## config.mk

```make
export PLATFORM = sky130hd
export DESIGN_NAME = text_console_cursor_controller_unit
export DESIGN_NICKNAME = d
export VERILOG_FILES = /design/src/design/tccc_pkg.sv /design/src/design/tccc_front.sv /design/src/design/tccc_queue.sv /design/src/design/tccc_back.sv /design/src/design/text_console_cursor_controller_unit.sv
export SDC_FILE = /design/constraint.sdc
export NUM_CORES = 1
export LEC_CHECK = 0
export BUFFER_PORTS_ARGS = -buffer_cell sky130_fd_sc_hd__clkbuf_2
export CORE_MARGIN = 2
export CORE_UTILIZATION = 45
export CTS_BUF_LIST = sky130_fd_sc_hd__clkbuf_8
export DETAILED_ROUTE_END_ITERATION = 10
export GPL_TIMING_DRIVEN = 0
export MAX_ROUTING_LAYER = met4
export PLACE_DENSITY_LB_ADDON = 0.3
export SLEW_MARGIN = 10
export SYNTH_ARGS = -nofsm -noshare
export SYNTH_HDL_FRONTEND = slang
export SYNTH_SLANG_ARGS = --single-unit
```

## constraint.sdc

```tcl
create_clock -name clock -period 5.3 [get_ports clock]
set_input_delay 0.53 -clock clock [delete_from_list [all_inputs] [get_ports clock]]
set_output_delay 0.53 -clock clock [all_outputs]
set_load 0.05 [all_outputs]
```

## src/design/tccc_pkg.sv

```systemverilog
// Package for the text console cursor controller.
// Holds payload, plan and configuration types, command and register codes,
// and the console geometry constants. No dependencies.
`timescale 1ns / 1ps

package tccc_pkg;

   localparam logic [7:0] COL_ORIGIN = 8'd0;
   localparam logic [6:0] ROW_ORIGIN = 7'd0;
   localparam logic [7:0] LAST_COL   = 8'd127;
   localparam logic [6:0] LAST_ROW   = 7'd63;
   localparam logic [4:0] TILE_W     = 5'd8;
   localparam logic [5:0] TILE_H     = 6'd16;
   localparam logic [7:0] TAB_STEP   = 8'd4;

   localparam int QUEUE_DEPTH = 2;
   localparam int QPTR_W      = $clog2(QUEUE_DEPTH);

   localparam logic [7:0] CHAR_BACKSPACE = 8'd8;
   localparam logic [7:0] CHAR_TAB       = 8'd9;
   localparam logic [7:0] CHAR_NEWLINE   = 8'd10;

   localparam logic [7:0]  RST_PADDING   = 8'd10;
   localparam logic [23:0] RST_BG_COLOR  = 24'h000000;
   localparam logic [23:0] RST_CUR_COLOR = 24'hFFFFFF;
   localparam logic [23:0] RST_CLR_COLOR = 24'h000000;

   typedef enum logic [1:0] {
      CMD_FILL  = 2'd0,
      CMD_GLYPH = 2'd1,
      CMD_CLEAR = 2'd2
   } cmd_type;

   typedef enum logic [1:0] {
      REG_PADDING   = 2'd0,
      REG_BG_COLOR  = 2'd1,
      REG_CUR_COLOR = 2'd2,
      REG_CLR_COLOR = 2'd3
   } reg_index_type;

   typedef enum logic [1:0] {
      OP_FILL_BG  = 2'd0,
      OP_FILL_CUR = 2'd1,
      OP_GLYPH    = 2'd2,
      OP_CLEAR    = 2'd3
   } op_kind_type;

   typedef struct packed {
      logic [7:0]  char_code;
      logic [23:0] glyph_color;
   } req_payload_type;

   typedef struct packed {
      logic [1:0]  command;
      logic [10:0] pixel_x;
      logic [10:0] pixel_y;
      logic [7:0]  glyph_code;
      logic [23:0] paint_color;
      logic        last_of_run;
   } rsp_payload_type;

   typedef struct packed {
      op_kind_type kind;
      logic [7:0]  col;
      logic [6:0]  row;
   } op_type;

   typedef struct packed {
      op_type [2:0] ops;
      logic [1:0]   count;
      logic [7:0]   char_code;
      logic [23:0]  glyph_color;
   } plan_type;

   typedef struct packed {
      logic [7:0]  padding;
      logic [23:0] bg_color;
      logic [23:0] cur_color;
      logic [23:0] clr_color;
   } cfg_type;

endpackage

```

## src/design/tccc_front.sv

```systemverilog
// Front end: accepts characters, keeps the cursor and turns each character
// into a plan of up to three drawing operations. Depends on tccc_pkg.
`timescale 1ns / 1ps

module tccc_front (
   input  logic                      clock,
   input  logic                      reset,
   input  logic                      req_valid,
   output logic                      req_stall,
   input  tccc_pkg::req_payload_type req_payload,
   input  logic                      queue_full,
   output logic                      push_valid,
   output tccc_pkg::plan_type        push_plan
);

   logic [7:0] cursor_col_ff;
   logic [7:0] cursor_col_in;
   logic [6:0] cursor_row_ff;
   logic [6:0] cursor_row_in;
   logic       accept;
   logic [6:0] row_inc;
   logic       row_over;
   logic [8:0] tab_sum;
   logic [7:0] prev_col;
   logic [7:0] next_col;
   tccc_pkg::plan_type plan;

   assign req_stall = queue_full;
   assign accept    = req_valid && !req_stall;
   assign row_inc   = cursor_row_ff + 7'd1;
   assign row_over  = row_inc > tccc_pkg::LAST_ROW;
   assign tab_sum   = {1'b0, cursor_col_ff} + {1'b0, tccc_pkg::TAB_STEP};
   assign prev_col  = cursor_col_ff - 8'd1;
   assign next_col  = cursor_col_ff + 8'd1;

   always_comb begin
      plan             = '0;
      plan.char_code   = req_payload.char_code;
      plan.glyph_color = req_payload.glyph_color;
      cursor_col_in    = cursor_col_ff;
      cursor_row_in    = cursor_row_ff;
      case (req_payload.char_code)
         tccc_pkg::CHAR_NEWLINE: begin
            plan.ops[0] = '{tccc_pkg::OP_FILL_BG, cursor_col_ff, cursor_row_ff};
            cursor_col_in = tccc_pkg::COL_ORIGIN;
            if (row_over) begin
               plan.ops[1] = '{tccc_pkg::OP_CLEAR, 8'd0, 7'd0};
               plan.ops[2] = '{tccc_pkg::OP_FILL_CUR, tccc_pkg::COL_ORIGIN,
                               tccc_pkg::ROW_ORIGIN};
               plan.count = 2'd3;
               cursor_row_in = tccc_pkg::ROW_ORIGIN;
            end else begin
               plan.ops[1] = '{tccc_pkg::OP_FILL_CUR, tccc_pkg::COL_ORIGIN, row_inc};
               plan.count = 2'd2;
               cursor_row_in = row_inc;
            end
         end
         tccc_pkg::CHAR_BACKSPACE: begin
            if (cursor_col_ff > tccc_pkg::COL_ORIGIN) begin
               plan.ops[0] = '{tccc_pkg::OP_FILL_BG, cursor_col_ff, cursor_row_ff};
               plan.ops[1] = '{tccc_pkg::OP_FILL_BG, prev_col, cursor_row_ff};
               plan.ops[2] = '{tccc_pkg::OP_FILL_CUR, prev_col, cursor_row_ff};
               plan.count = 2'd3;
               cursor_col_in = prev_col;
            end
         end
         tccc_pkg::CHAR_TAB: begin
            if (tab_sum < {1'b0, tccc_pkg::LAST_COL}) begin
               cursor_col_in = tab_sum[7:0];
            end
         end
         default: begin
            if (cursor_col_ff > tccc_pkg::LAST_COL) begin
               if (row_over) begin
                  plan.ops[0] = '{tccc_pkg::OP_CLEAR, 8'd0, 7'd0};
                  plan.ops[1] = '{tccc_pkg::OP_FILL_CUR, tccc_pkg::COL_ORIGIN + 8'd1,
                                  tccc_pkg::ROW_ORIGIN};
                  plan.ops[2] = '{tccc_pkg::OP_GLYPH, tccc_pkg::COL_ORIGIN,
                                  tccc_pkg::ROW_ORIGIN};
                  plan.count = 2'd3;
                  cursor_row_in = tccc_pkg::ROW_ORIGIN;
               end else begin
                  plan.ops[0] = '{tccc_pkg::OP_FILL_CUR, tccc_pkg::COL_ORIGIN + 8'd1,
                                  row_inc};
                  plan.ops[1] = '{tccc_pkg::OP_GLYPH, tccc_pkg::COL_ORIGIN, row_inc};
                  plan.count = 2'd2;
                  cursor_row_in = row_inc;
               end
               cursor_col_in = tccc_pkg::COL_ORIGIN + 8'd1;
            end else begin
               plan.ops[0] = '{tccc_pkg::OP_FILL_CUR, next_col, cursor_row_ff};
               plan.ops[1] = '{tccc_pkg::OP_GLYPH, cursor_col_ff, cursor_row_ff};
               plan.count = 2'd2;
               cursor_col_in = next_col;
            end
         end
      endcase
   end

   assign push_valid = accept && (plan.count != 2'd0);
   assign push_plan  = plan;

   always_ff @(posedge clock) begin
      if (reset) begin
         cursor_col_ff <= tccc_pkg::COL_ORIGIN;
         cursor_row_ff <= tccc_pkg::ROW_ORIGIN;
      end else if (accept) begin
         cursor_col_ff <= cursor_col_in;
         cursor_row_ff <= cursor_row_in;
      end
   end

`ifndef SYNTHESIS
   a_row_in_range: assert property (@(posedge clock) disable iff (reset)
      cursor_row_ff <= tccc_pkg::LAST_ROW)
      else $error("cursor row past last row");
   a_push_needs_room: assert property (@(posedge clock) disable iff (reset)
      push_valid |-> !queue_full)
      else $error("plan pushed into full queue");
   a_tab_silent: assert property (@(posedge clock) disable iff (reset)
      (accept && req_payload.char_code == tccc_pkg::CHAR_TAB) |-> !push_valid)
      else $error("tab produced drawing operations");
`endif

endmodule

```

## src/design/tccc_queue.sv

```systemverilog
// Short plan queue between the front and back ends.
// Two entries, registers only. Depends on tccc_pkg.
`timescale 1ns / 1ps

module tccc_queue (
   input  logic               clock,
   input  logic               reset,
   input  logic               push_valid,
   input  tccc_pkg::plan_type push_plan,
   output logic               full,
   output logic               pop_valid,
   input  logic               pop,
   output tccc_pkg::plan_type pop_plan
);

   tccc_pkg::plan_type entry_ff [tccc_pkg::QUEUE_DEPTH];
   logic [tccc_pkg::QPTR_W-1:0] wr_ptr_ff;
   logic [tccc_pkg::QPTR_W-1:0] rd_ptr_ff;
   logic [tccc_pkg::QPTR_W:0]   count_ff;
   logic [tccc_pkg::QPTR_W:0]   count_in;
   logic do_pop;

   assign full      = count_ff == (tccc_pkg::QPTR_W + 1)'(tccc_pkg::QUEUE_DEPTH);
   assign pop_valid = count_ff != '0;
   assign do_pop    = pop && pop_valid;
   assign pop_plan  = entry_ff[rd_ptr_ff];

   always_comb begin
      count_in = count_ff;
      if (push_valid && !do_pop) begin
         count_in = count_ff + 1'b1;
      end else if (do_pop && !push_valid) begin
         count_in = count_ff - 1'b1;
      end
   end

   always_ff @(posedge clock) begin
      if (push_valid) begin
         entry_ff[wr_ptr_ff] <= push_plan;
      end
   end

   always_ff @(posedge clock) begin
      if (reset) begin
         wr_ptr_ff <= '0;
         rd_ptr_ff <= '0;
         count_ff  <= '0;
      end else begin
         if (push_valid) begin
            wr_ptr_ff <= wr_ptr_ff + 1'b1;
         end
         if (do_pop) begin
            rd_ptr_ff <= rd_ptr_ff + 1'b1;
         end
         count_ff <= count_in;
      end
   end

endmodule

```

## src/design/tccc_back.sv

```systemverilog
// Back end: walks the operations of each queued plan and issues one drawing
// command per cycle into the output register while the receiver does not stall. Depends on tccc_pkg.
`timescale 1ns / 1ps

module tccc_back (
   input  logic                      clock,
   input  logic                      reset,
   input  tccc_pkg::cfg_type         cfg,
   input  logic                      pop_valid,
   input  tccc_pkg::plan_type        pop_plan,
   output logic                      pop,
   output logic                      rsp_valid,
   input  logic                      rsp_stall,
   output tccc_pkg::rsp_payload_type rsp_payload
);

   logic [1:0]  op_idx_ff;
   logic [1:0]  op_idx_in;
   logic        rsp_valid_ff;
   logic        rsp_valid_in;
   tccc_pkg::rsp_payload_type rsp_payload_ff;
   tccc_pkg::rsp_payload_type rsp_payload_in;
   logic        advance;
   logic        take;
   logic        last_op;
   tccc_pkg::op_type op_cur;
   logic [15:0] x_wide;
   logic [15:0] y_wide;

   assign advance = !rsp_valid_ff || !rsp_stall;
   assign take    = advance && pop_valid;
   assign op_cur  = pop_plan.ops[op_idx_ff];
   assign last_op = op_idx_ff == (pop_plan.count - 2'd1);
   assign pop     = take && last_op;

   assign x_wide = 16'(op_cur.col) * 16'(tccc_pkg::TILE_W) + 16'(cfg.padding);
   assign y_wide = 16'(op_cur.row) * 16'(tccc_pkg::TILE_H) + 16'(cfg.padding);

   always_comb begin
      rsp_payload_in             = '0;
      rsp_payload_in.pixel_x     = x_wide[10:0];
      rsp_payload_in.pixel_y     = y_wide[10:0];
      rsp_payload_in.last_of_run = last_op;
      case (op_cur.kind)
         tccc_pkg::OP_FILL_BG: begin
            rsp_payload_in.command     = tccc_pkg::CMD_FILL;
            rsp_payload_in.paint_color = cfg.bg_color;
         end
         tccc_pkg::OP_FILL_CUR: begin
            rsp_payload_in.command     = tccc_pkg::CMD_FILL;
            rsp_payload_in.paint_color = cfg.cur_color;
         end
         tccc_pkg::OP_GLYPH: begin
            rsp_payload_in.command     = tccc_pkg::CMD_GLYPH;
            rsp_payload_in.glyph_code  = pop_plan.char_code;
            rsp_payload_in.paint_color = pop_plan.glyph_color;
         end
         default: begin
            rsp_payload_in.command     = tccc_pkg::CMD_CLEAR;
            rsp_payload_in.pixel_x     = '0;
            rsp_payload_in.pixel_y     = '0;
            rsp_payload_in.paint_color = cfg.clr_color;
         end
      endcase
   end

   always_comb begin
      rsp_valid_in = advance ? pop_valid : rsp_valid_ff;
      op_idx_in    = op_idx_ff;
      if (take) begin
         op_idx_in = last_op ? 2'd0 : op_idx_ff + 2'd1;
      end
   end

   always_ff @(posedge clock) begin
      if (take) begin
         rsp_payload_ff <= rsp_payload_in;
      end
   end

   always_ff @(posedge clock) begin
      if (reset) begin
         rsp_valid_ff <= 1'b0;
         op_idx_ff    <= 2'd0;
      end else begin
         rsp_valid_ff <= rsp_valid_in;
         op_idx_ff    <= op_idx_in;
      end
   end

   assign rsp_valid   = rsp_valid_ff;
   assign rsp_payload = rsp_payload_ff;

`ifndef SYNTHESIS
   a_idx_in_plan: assert property (@(posedge clock) disable iff (reset)
      pop_valid |-> (op_idx_ff < pop_plan.count))
      else $error("operation index past plan length");
   a_plan_nonempty: assert property (@(posedge clock) disable iff (reset)
      pop_valid |-> (pop_plan.count != 2'd0))
      else $error("empty plan in queue");
   a_clear_not_last: assert property (@(posedge clock) disable iff (reset)
      (rsp_valid_ff && rsp_payload_ff.command == tccc_pkg::CMD_CLEAR)
         |-> !rsp_payload_ff.last_of_run)
      else $error("clear command closed a run");
`endif

endmodule

```

## src/design/text_console_cursor_controller_unit.sv

```systemverilog
// An accepted character's plan is written into the plan queue, and its first command is then
// registered in the back end's output register, from which the receiver takes it.
// Throughput: a new character each cycle while the queue has room; commands leave one per
// cycle through the back end's single output register while the receiver does not stall.
// Tab and backspace at the origin column emit nothing and push no plan into the queue.
// Reset (synchronous) homes the cursor, empties the plan queue and output register,
// and loads the configuration registers with their defaults.
`timescale 1ns / 1ps

module text_console_cursor_controller_unit (
   input  logic                      clock,
   input  logic                      reset,
   input  logic                      req_valid,
   output logic                      req_stall,
   input  tccc_pkg::req_payload_type req_payload,
   output logic                      rsp_valid,
   input  logic                      rsp_stall,
   output tccc_pkg::rsp_payload_type rsp_payload,
   input  logic                      csr_wen,
   input  logic [1:0]                csr_index,
   input  logic [23:0]               csr_wdata
);

   tccc_pkg::cfg_type  cfg_ff;
   tccc_pkg::cfg_type  cfg_in;
   tccc_pkg::plan_type push_plan;
   tccc_pkg::plan_type pop_plan;
   logic               push_valid;
   logic               queue_full;
   logic               pop_valid;
   logic               pop;

   always_comb begin
      cfg_in = cfg_ff;
      if (csr_wen) begin
         case (csr_index)
            tccc_pkg::REG_PADDING:   cfg_in.padding   = csr_wdata[7:0];
            tccc_pkg::REG_BG_COLOR:  cfg_in.bg_color  = csr_wdata;
            tccc_pkg::REG_CUR_COLOR: cfg_in.cur_color = csr_wdata;
            tccc_pkg::REG_CLR_COLOR: cfg_in.clr_color = csr_wdata;
            default:                 cfg_in = cfg_ff;
         endcase
      end
   end

   always_ff @(posedge clock) begin
      if (reset) begin
         cfg_ff.padding   <= tccc_pkg::RST_PADDING;
         cfg_ff.bg_color  <= tccc_pkg::RST_BG_COLOR;
         cfg_ff.cur_color <= tccc_pkg::RST_CUR_COLOR;
         cfg_ff.clr_color <= tccc_pkg::RST_CLR_COLOR;
      end else begin
         cfg_ff <= cfg_in;
      end
   end

   tccc_front u_front (
      .clock       (clock),
      .reset       (reset),
      .req_valid   (req_valid),
      .req_stall   (req_stall),
      .req_payload (req_payload),
      .queue_full  (queue_full),
      .push_valid  (push_valid),
      .push_plan   (push_plan)
   );

   tccc_queue u_queue (
      .clock      (clock),
      .reset      (reset),
      .push_valid (push_valid),
      .push_plan  (push_plan),
      .full       (queue_full),
      .pop_valid  (pop_valid),
      .pop        (pop),
      .pop_plan   (pop_plan)
   );

   tccc_back u_back (
      .clock       (clock),
      .reset       (reset),
      .cfg         (cfg_ff),
      .pop_valid   (pop_valid),
      .pop_plan    (pop_plan),
      .pop         (pop),
      .rsp_valid   (rsp_valid),
      .rsp_stall   (rsp_stall),
      .rsp_payload (rsp_payload)
   );

endmodule

```

==> results.cfg, run 1 <==
[routing]
wl_mm = 35.5
drt_first_pass_iters = 5
drc_errors = 0
viasPerCell = 5.44
drt_first_iter_violations = 872
drt-wirelength-per-cell_um = 19.5
vias = 9905
drtAntennaViolNets = 0

[worst_setup_path]
crit_type = flip-flop to flip-flop
critPathCaptureType = flip-flop
r2r_cells = 15
startpoint_type = flip-flop
cp.arrival_ns = 4.92
r2r_slack_ns = 0.69
path_max_fanout = 10
crit_required_ns = 5.60
reg2reg_to = u_back.rsp_payload[53]$_SDFFCE_PP0P_

[finish]
final_common_cell = edfxtp_1
nNetsFinal = 1466
drive_gt1_share_pct = 17.2
area_growth_pct = 15.8
final_cell_mix = edfxtp_1 (222), nand2_1 (214), clkbuf_2 (120)
final_cells = 1821
diodes = 0
post-route-util_pct = 53.1

[timing]
timing.fmax_mhz = 217
finalCritPeriodShare_pct = 87.1
layout_min_cycle_time_ns = 4.61
drv_slew = 0
tightest_slew_ns = 0.995
skew_ns = 0.0564
rsz0062_at_grt = no
setup-violations-final = 0
max_slew_margin_pct = 33.7
hold_viol = 0

[synth]
ys_ff_latch = 325
netlist_area_sq_mm = 0.0141
async_reset_ff_share_pct = 0
avgSynthCellArea_sq_um = 11.7
synthFlopType = edfxtp_1
synth-edff-count = 222
synth_fp_nets = 1285
yosys_warnings = 0
netlist_instances = 1203
synth_cell_types = 66
seq_area_frac_synth_pct = 61.9

[power]
leakage_uw = 0.00608
swShare_pct = 40.0
powerDensity_mw_per_mm2 = 561
power.internal_uw = 5490
p_comb_share_pct = 37.8
p_sw_uw = 3660
vdd_ir_drop_max_mv = 0.344
p_clk_share_pct = 22.7
p_seq_share_pct = 39.5
power_uw = 9160

[die]
core_area_sq_mm = 0.0307
rows = 64
io_pins = 122
dieArea_sq_mm = 0.0328
start_util_pct = 45.8
fp.dieW_um = 181
die_y_um = 181

[clock_network]
cts_buffers = 54
clockRootBuffer = clkbuf_8
cts.sinks = 325
clk_latency_ns = 0.61
clk_pin_slew_worst_paths_ns = 0.06
postCtsHoldBufs = 0
postCtsResizedCells = 0
post_cts_buffers = 0
cts_max_level = 2
clockBufferDepth = 3
cts_tree = yes

[hold_path]
hp-start = req_payload[12]
holdPathStages = 1
min_to = u_queue.entry_ff[0][12]$_DFFE_PP_
hold_path.class = primary input to flip-flop

[placed_design]
port_buffers = 120
dp_cells = 1724
hpwl_mm = 24.9
place_congestion = 0.852

[flow_run]
drv_cap = 0

[grt]
grtUsageTotal_pct = 22.1
grt_max_degree = 53
overflow = 0
grt_pass1_vias = 9571
grt_pass1_wl_mm = 54.3
antenna_found_initial = 0

[outcome]
status = complete, no violations
-- through the flow --
step | area [sq um] | TNS [ns] | setup slack (ns) | hold WS [ns]
6_report | 16300 | 0 | 0.685 | 0.113
5_1_grt | 16300 | 0 | 0.330 | 0.0981
4_1_cts | 16300 | 0 | 0.646 | 0.0930
3_5_place_dp | 15300 | 0 | 0.656 | 0.448
3_3_place_gp | 15200 | -86.89 | -0.727 | 0.441
2_1_floorplan | 14100 | 0 | 1.05 | 0.436
-- worst max-delay path by stage --
| stage | startpoint | to | slack, ns | cells past startpoint |
|---|---|---|---|---|
| floorplan | u_front.cursor_col_ff[2]$_SDFFE_PP0P_ | u_queue.entry_ff[0][0]$_DFFE_PP_ | 1.05 | 7 |
| global placement | u_front.cursor_col_ff[2]$_SDFFE_PP0P_ | u_queue.entry_ff[0][26]$_DFFE_PP_ | -0.73 | 7 |
| detailed placement | flip-flop | u_back.rsp_payload[53]$_SDFFCE_PP0P_ | 0.66 | 15 |
| CTS | flip-flop | u_back.rsp_payload[53]$_SDFFCE_PP0P_ | 0.65 | 15 |
| global route | flip-flop | u_back.rsp_payload[53]$_SDFFCE_PP0P_ | 0.33 | 15 |
| finish | flip-flop | u_back.rsp_payload[53]$_SDFFCE_PP0P_ | 0.69 | 15 |
-- cell families (layout without fill, tap and decap cells) --
family | count (synthesis) | after routing | share of synthesized area, %
xor gates and xnor gates | 24 | 24 | 1.49
muxes | 101 | 101 | 8.59
AOI/OAI and AO/OA | 226 | 226 | 9.75
and+or+nand+nor | 406 | 406 | 13.5
adders and majority gates | 19 | 19 | 1.79
DFF | 325 | 325 | 61.9
buffers and inverters | 102 | 324 | 2.99
-- cells in the mapped netlist, types with 9 or more instances --
cell	n	area share, %
inv_1	19	0.51
ha_1	17	1.5
mux4_2	16	2.6
nand3_1	12	0.43
and2_1	12	0.53
buf_2	10	0.36
edfxtp_1	222	47
xor2_1	11	0.68
o211ai_1	24	1.3
nor3_1	10	0.36
nor2_1	69	1.8
nand2_1	214	5.7
mux2i_1	85	6.0
clkbuf_1	57	1.5
dfxtp_1	103	15
or2_2	9	0.40
xnor2_1	13	0.81
buf_1	10	0.27
nor2b_1	16	0.71
a21oi_1	83	2.9
nand3b_1	24	1.3
o21ai_0	65	2.3
-- layer usage --
metal | vias up | global-route usage (%) | share of wire [%]
li1 | 4704 | - | -
met1 | 4780 | 30.0 | 45
met2 | 347 | 34.2 | 46
met3 | 74 | 3.39 | 6.3
met4 | 0 | 7.15 | 2.5
met5 | - | - | 0
-- layout make-up --
type | count | area [sq um]
fillers | 2651 | 14400
flip-flops and latches | 325 | 8730
clock buffers | 57 | 785
well taps | 396 | 495
plain buffers | 82 | 347
multi-input cells | 776 | 4960
inverters | 20 | 75.1
repair buffers | 125 | 708
clock inverters | 40 | 226
-- worst max-delay path: stages (launching register included) --
cell and delay, ns:
dfxtp_1 0.30, buf_2 0.17, buf_2 0.34, clkbuf_1 0.73
buf_2 0.50, mux2i_1 0.12, o21ai_0 0.56, ha_1 0.30
inv_1 0.06, fa_1 0.37, nor2b_1 0.15, o21ai_0 0.11
a21boi_0 0.24, o21ai_0 0.14, xor2_1 0.18, nor2_1 0.06
-- power groups by stage --
stage,clock network [uW],logic [uW],registers (uW)
after floorplan,0,1610,4460
after global placement,0,3350,3700
after detailed placement,0,3470,3670
after CTS,2100,3470,3630
after global routing,2230,3710,3660
final,2080,3460,3620
-- registers in the layout, summed over array words and instances (netlist names), named ones only --
register	cells
u_queue.entry_ff	168
u_queue.rd_ptr_ff	1
u_back.rsp_valid	1
u_front.cursor_row_ff	7
u_queue.wr_ptr_ff	1
u_front.cursor_col_ff	8
u_queue.count_ff	2
u_back.rsp_payload	54
u_back.op_idx_ff	2
cfg_ff	80
No activity file was read; power rests on OpenSTA's default activity.
==> inputs of run 2 (changes only) <==
ABC_AREA = 1   (was unset)
==> run 2 against run 1 <==
Non-clock buffer count fell by 7. Sequential cell count did not move. Via count rose by 15%. Power rose by 2.1%. Fmax rose by 27%. Clock skew fell by 0.0086 ns. Worst hold slack improved by 0.046 ns. Combinational power rose by 6.6%. Final area rose by 1.6%. First-iteration DRC count rose by 50%. Critical endpoint unchanged. Highest routed layer unchanged.
==> results.cfg, run 2 <==
[synth]
netlist_area_sq_mm = 0.0142
avgSynthCellArea_sq_um = 9.56
synth_area_leaders = edfxtp_1 (47%), dfxtp_1 (15%), nand2_1 (9.5%)
yosysTopAreaCell = edfxtp_1
synth_fp_nets = 1566
synthFlopType = edfxtp_1
netlist_instances = 1484
ys_ff_latch = 325
yosys-top-cells-count = nand2_1 (360), edfxtp_1 (222), nor2_1 (181), o21ai_0 (130), dfxtp_1 (103)
synth_cell_types = 46
yosysMostFrequentCell = nand2_1
seq_area_frac_synth_pct = 61.5
synth-edff-count = 222
yosys_warnings = 0
synth_top_area_share_pct = 47.0
async_reset_ff_share_pct = 0

[worst_setup_path]
crit_type = flip-flop to flip-flop
crit_required_ns = 5.63
critPathCaptureType = flip-flop
cp_cell_sequence = inv_2 > buf_2 > buf_4 > buf_2 > clkbuf_1 > nor2_1 > o21ai_0 > ha_1 > inv_1 > fa_1 > inv_1 > nand3_1 > nand2_1 > a21o_1 > nand3_1 > nand2_1 > nor2_1
path_max_fanout = 10
cpMaxStageDelayCell = clkbuf_1
slowest_delay_ns = 0.52
startpoint_type = flip-flop
cp.arrival_ns = 3.96

[finish]
final_cell_mix = nand2_1 (360), edfxtp_1 (222), nor2_1 (179)
area_growth_pct = 16.9
top_register = u_queue.entry_ff
largest_register_ffs = 168
nNetsFinal = 1751
drive_gt1_share_pct = 15.9
final_common_cell = nand2_1
num-fill-cells = 2755
fin_area_sq_mm = 0.0166
post-route-util_pct = 53.0
register_area_sq_mm = 0.00873
multiInputGateArea_sq_mm = 0.00474

[clock_network]
cts.sinks = 325
post_cts_buffers = 0
clockRootBuffer = clkbuf_8
postCtsResizedCells = 0
cts_tree = yes
cts_max_level = 2
cts_buffers = 53
clockBufferDepth = 3
clk_pin_slew_worst_paths_ns = 0.06
postCtsHoldBufs = 0
clk_latency_ns = 0.59

[grt]
grt_pass1_vias = 10648
overflow = 0
antenna_found_initial = 0
grtUsageTotal_pct = 23.6
grt_max_degree = 41
grt_pass1_wl_mm = 58.9

[power]
powerDensity_mw_per_mm2 = 563
vdd_ir_drop_max_mv = 0.238
leakage_uw = 0.00691

[timing]
skew_ns = 0.0478
timing.fmax_mhz = 275
drv_slew = 0
max_slew_margin_pct = 44.8
hold_viol = 0
tightest_slew_ns = 0.826
layout_min_cycle_time_ns = 3.64
finalCritPeriodShare_pct = 68.6
rsz0062_at_grt = no
setup-violations-final = 0

[die]
die_y_um = 182
start_util_pct = 45.3
rows = 65
dieArea_sq_mm = 0.0330
core_area_sq_mm = 0.0313
io_pins = 122
fp.dieW_um = 182

[placed_design]
place_congestion = 0.913
port_buffers = 121
placed_area_sq_mm = 0.0156
hpwl_mm = 27.2

[routing]
drt_first_iter_violations = 1307
wl_mm = 37.8
drt-wirelength-per-cell_um = 17.8
drt_first_pass_iters = 5
viasPerCell = 5.37
drtAntennaViolNets = 0
drc_errors = 0
vias = 11378

[flow_run]
drv_cap = 0

[hold_path]
hold_path.class = primary input to flip-flop

[outcome]
status = complete, no violations
-- run 2: worst max-delay path: cells and delay by family (launching register included) --
kind            cells  cell delay (ns)
buf+inv             7             1.46
fa+ha+maj           2             0.63
compound gates      2             0.46
simple gates        6             0.45
flops               1             0.37
-- run 2: final cells by class --
type | instances | share of cell area [%]
Antenna cell | 1 | 0.0151
Buffer | 70 | 2.20
Timing Repair Buffer | 130 | 5.10
Tap cell | 402 | 3.03
Clock buffer | 59 | 4.89
Clock inverter | 41 | 1.36
Inverter | 99 | 2.25
Sequential cell | 325 | 52.6
Multi-Input combinational cell | 990 | 28.6
-- run 2: final timing paths --
path                           startpoint                              endpoint  slack [ns]  cells past startpoint
setup / recovery                flip-flop  u_back.rsp_payload[53]$_SDFFCE_PP0P_        1.67                     17
hold / removal            req_payload[27]     u_queue.entry_ff[0][27]$_DFFE_PP_        0.16                      1
setup reg to reg                flip-flop  u_back.rsp_payload[53]$_SDFFCE_PP0P_        1.67                     17
hold reg to reg   cfg_ff[11]$_SDFFE_PP0P_               cfg_ff[11]$_SDFFE_PP0P_        0.45                      2
-- run 2: metrics by stage --
stage | TNS, ns | setup WS (ns) | total power (uW) | instances | hold slack, ns
6_report | 0 | 1.67 | 9350 | 2117 | 0.159
5_1_grt | 0 | 1.43 | 9830 | 2116 | 0.130
4_1_cts | 0 | 1.67 | 9370 | 2116 | 0.129
3_5_place_dp | 0 | 1.68 | 7280 | 2016 | 0.439
3_3_place_gp | -109.75 | -0.665 | 7150 | 2007 | 0.433
2_1_floorplan | 0 | 1.15 | 6150 | 1484 | 0.424
-- run 2: per-layer routing --
layer,global-route usage (%),vias up,wire length [um],share of wire [%]
li1,-,5434,-,-
met2,36.1,537,17200,46
met5,-,-,0,0
met3,3.59,86,3230,8.6
met4,8.23,0,1140,3.0
met1,32.1,5321,16200,43
-- run 2: logic make-up (layout without fill, tap and decap cells) --
| kind of cell | count (synthesis) | after routing | share of synthesized area (%) |
|---|---|---|---|
| buffers and inverters | 169 | 399 | 5.20 |
| AND/OR/NAND/NOR | 710 | 710 | 21.3 |
| adder cells (fa/ha/maj) | 19 | 19 | 1.78 |
| other | 0 | 1 | 0 |
| AO/OA/AOI/OAI | 248 | 248 | 9.38 |
| flip-flops | 325 | 325 | 61.5 |
| XOR/XNOR | 13 | 13 | 0.802 |
-- run 2: report_power, final --
group | switching, uW | internal, uW
Clock | 983 | 1120
Sequential | 160 | 3400
Combinational | 2750 | 934
Total | 3900 | 5450
==> inputs of run 3 (changes only) <==
clock period = 3.1 ns   (was 5.3 ns; I/O delays follow)
==> run 3 against run 2 <==
First-iteration DRC count up 5.7%. Highest routed layer unchanged. Final area up 3.5%. Worst hold slack worse by 0.12 ns.
==> results.cfg, run 3 (synthesis results as in run 2) <==
[grt]
grtUsageTotal_pct = 23.8
use_met1_pct = 32.0
antenna_found_initial = 1
grt_pass1_vias = 10779
met2_usage_pct = 36.8
overflow = 0
grt_max_degree = 41
grt_most_used_layer = met2
grt_pass1_wl_mm = 59.2
gr-usage-met3_pct = 4.49

[worst_setup_path]
r2r_cells = 13
cp_cell_sequence = inv_1 > ha_1 > nand3_1 > nor2_4 > nand2_1 > nand2_1 > nor2_2 > inv_2 > buf_6 > nor2_4 > buf_12 > buf_16 > buf_16
startpoint_type = flip-flop
critPathTopFamily = buffers and inverters
crit_required_ns = 3.38
path_max_fanout = 27
cp.arrival_ns = 3.29
reg2reg_to = u_queue.entry_ff[1][80]$_DFFE_PP_
slowest_delay_ns = 0.50
cp.buffers_inverters = 6
critPathCaptureType = flip-flop
r2r_slack_ns = 0.09
r2r_start = u_front.cursor_col_ff[0]$_SDFFE_PP0P_
crit_type = flip-flop to flip-flop
cpMaxStageDelayCell = dfxtp_1

[hold_path]
hp-start = req_payload[25]
hold_path.class = primary input to flip-flop
holdPathStages = 1
min_to = u_queue.entry_ff[1][25]$_DFFE_PP_

[timing]
drv_slew = 0
tightest_slew_ns = 0.767
hold_viol = 0
finalCritPeriodShare_pct = 97.0
max_slew_margin_pct = 48.8
layout_min_cycle_time_ns = 3.01
skew_ns = 0.0446
setup-violations-final = 0
rsz0062_at_grt = no
timing.fmax_mhz = 332

[outcome]
status = complete, no violations

[finish]
final_cell_mix = nand2_1 (360), edfxtp_1 (222), nor2_1 (179)
nNetsFinal = 1804
fin_area_sq_mm = 0.0172
top_register = u_queue.entry_ff
largest_register_ffs = 168
drive_gt1_share_pct = 16.2
final_common_cell = nand2_1
final_cells = 2169
area_growth_pct = 21.1

[clock_network]
cts_max_level = 2
cts_tree = yes
cts_buffers = 52
clk_latency_ns = 0.62
clk_pin_slew_worst_paths_ns = 0.07
clockBufferDepth = 3
clockRootBuffer = clkbuf_8
cts.sinks = 325

[power]
vdd_ir_drop_max_mv = 0.460
powerDensity_mw_per_mm2 = 934
leakage_uw = 0.00715

[routing]
drt-wirelength-per-cell_um = 17.6
drtAntennaViolNets = 0
vias = 11485
drt_first_iter_violations = 1382
drt_first_pass_iters = 5
wl_mm = 38.1
viasPerCell = 5.30
drc_errors = 0

[die]
io_pins = 122
rows = 65
die_y_um = 182
fp.dieW_um = 182
core_area_sq_mm = 0.0313
dieArea_sq_mm = 0.0330
start_util_pct = 45.3

[placed_design]
dp_cells = 2015
placed_area_sq_mm = 0.0155
port_buffers = 121
place_congestion = 0.919
hpwl_mm = 26.9

[flow_run]
drv_cap = 0
==> run 3: power by group <==
group	internal [uW]	leakage [uW]	switching, uW	total (uW)
Clock	1820	0.000621	1700	3520
Sequential	5810	0.00295	273	6090
Combinational	1700	0.00358	4740	6440
Total	9330	0.00715	6710	16000
==> run 3: area by class of cell <==
| class | instances | area [sq um] |
|---|---|---|
| fillers | 2699 | 14100 |
| flip-flops and latches | 325 | 8730 |
| multi-input cells | 991 | 4760 |
| repair buffers | 187 | 1380 |
| clock buffers | 58 | 798 |
| well taps | 402 | 503 |
| plain buffers | 66 | 403 |
| inverters | 99 | 382 |
| clock inverters | 40 | 213 |
| diodes | 1 | 2.50 |
==> run 3: worst max path at each step <==
stage,startpoint,cells after the start,end,slack (ns)
6_report,u_front.cursor_col_ff[0]$_SDFFE_PP0P_,13,u_queue.entry_ff[1][80]$_DFFE_PP_,0.09
5_1_grt,u_front.cursor_col_ff[0]$_SDFFE_PP0P_,13,u_queue.entry_ff[1][30]$_DFFE_PP_,0.006
4_1_cts,u_back.op_idx_ff[0]$_SDFFE_PP0P_,16,u_back.rsp_payload[43]$_SDFFCE_PP0P_,0.03
3_5_place_dp,flip-flop,18,u_back.rsp_payload[43]$_SDFFCE_PP0P_,-0.46
3_3_place_gp,u_front.cursor_col_ff[0]$_SDFFE_PP0P_,10,u_queue.entry_ff[1][29]$_DFFE_PP_,-1.14
2_1_floorplan,u_front.cursor_col_ff[2]$_SDFFE_PP0P_,11,u_queue.entry_ff[1][0]$_DFFE_PP_,0.007
==> run 3: worst reg2reg max path, stage by stage (launching register included) <==
cell and delay (ns):
dfxtp_1 0.50, inv_1 0.15, ha_1 0.25, nand3_1 0.13, nor2_4 0.08, nand2_1 0.07, nand2_1 0.08, nor2_2 0.41
inv_2 0.09, buf_6 0.18, nor2_4 0.15, buf_12 0.22, buf_16 0.20, buf_16 0.18
==> run 3: metrics by stage <==
stage | total power (uW) | hold WS [ns] | TNS (ns) | worst slack (ns) | util [%]
detailed placement | 12400 | 0.437 | -11.40 | -0.461 | 49.6
CTS | 16000 | 0.00680 | 0 | 0.0256 | 54.7
finish | 16000 | 0.0376 | 0 | 0.0920 | 54.9
global route | 16900 | 0.0209 | 0 | 0.00553 | 54.9
floorplan | 10500 | 0.379 | 0 | 0.00724 | -
global placement | 12200 | 0.432 | -192.12 | -1.14 | 48.9
==> run 3: timing repair <==
item | 4_1_cts | 5_1_grt
hold buffers | 55 | 0
hold endpoints to repair | 109 | 0
resized for setup | 14 | 23
pin swaps | 3 | 0
gates cloned | 1 | 0
endpoints found under the setup margin | 76 | 6
setup buffers | 3 | 0
==> run 3: metal layers <==
metal  part of all wire [%]  vias to the layer above
li1                       -                     5554
met1                     44                     5386
met2                     46                      475
met3                    8.0                       70
met4                    2.2                        0
met5                      0                        -
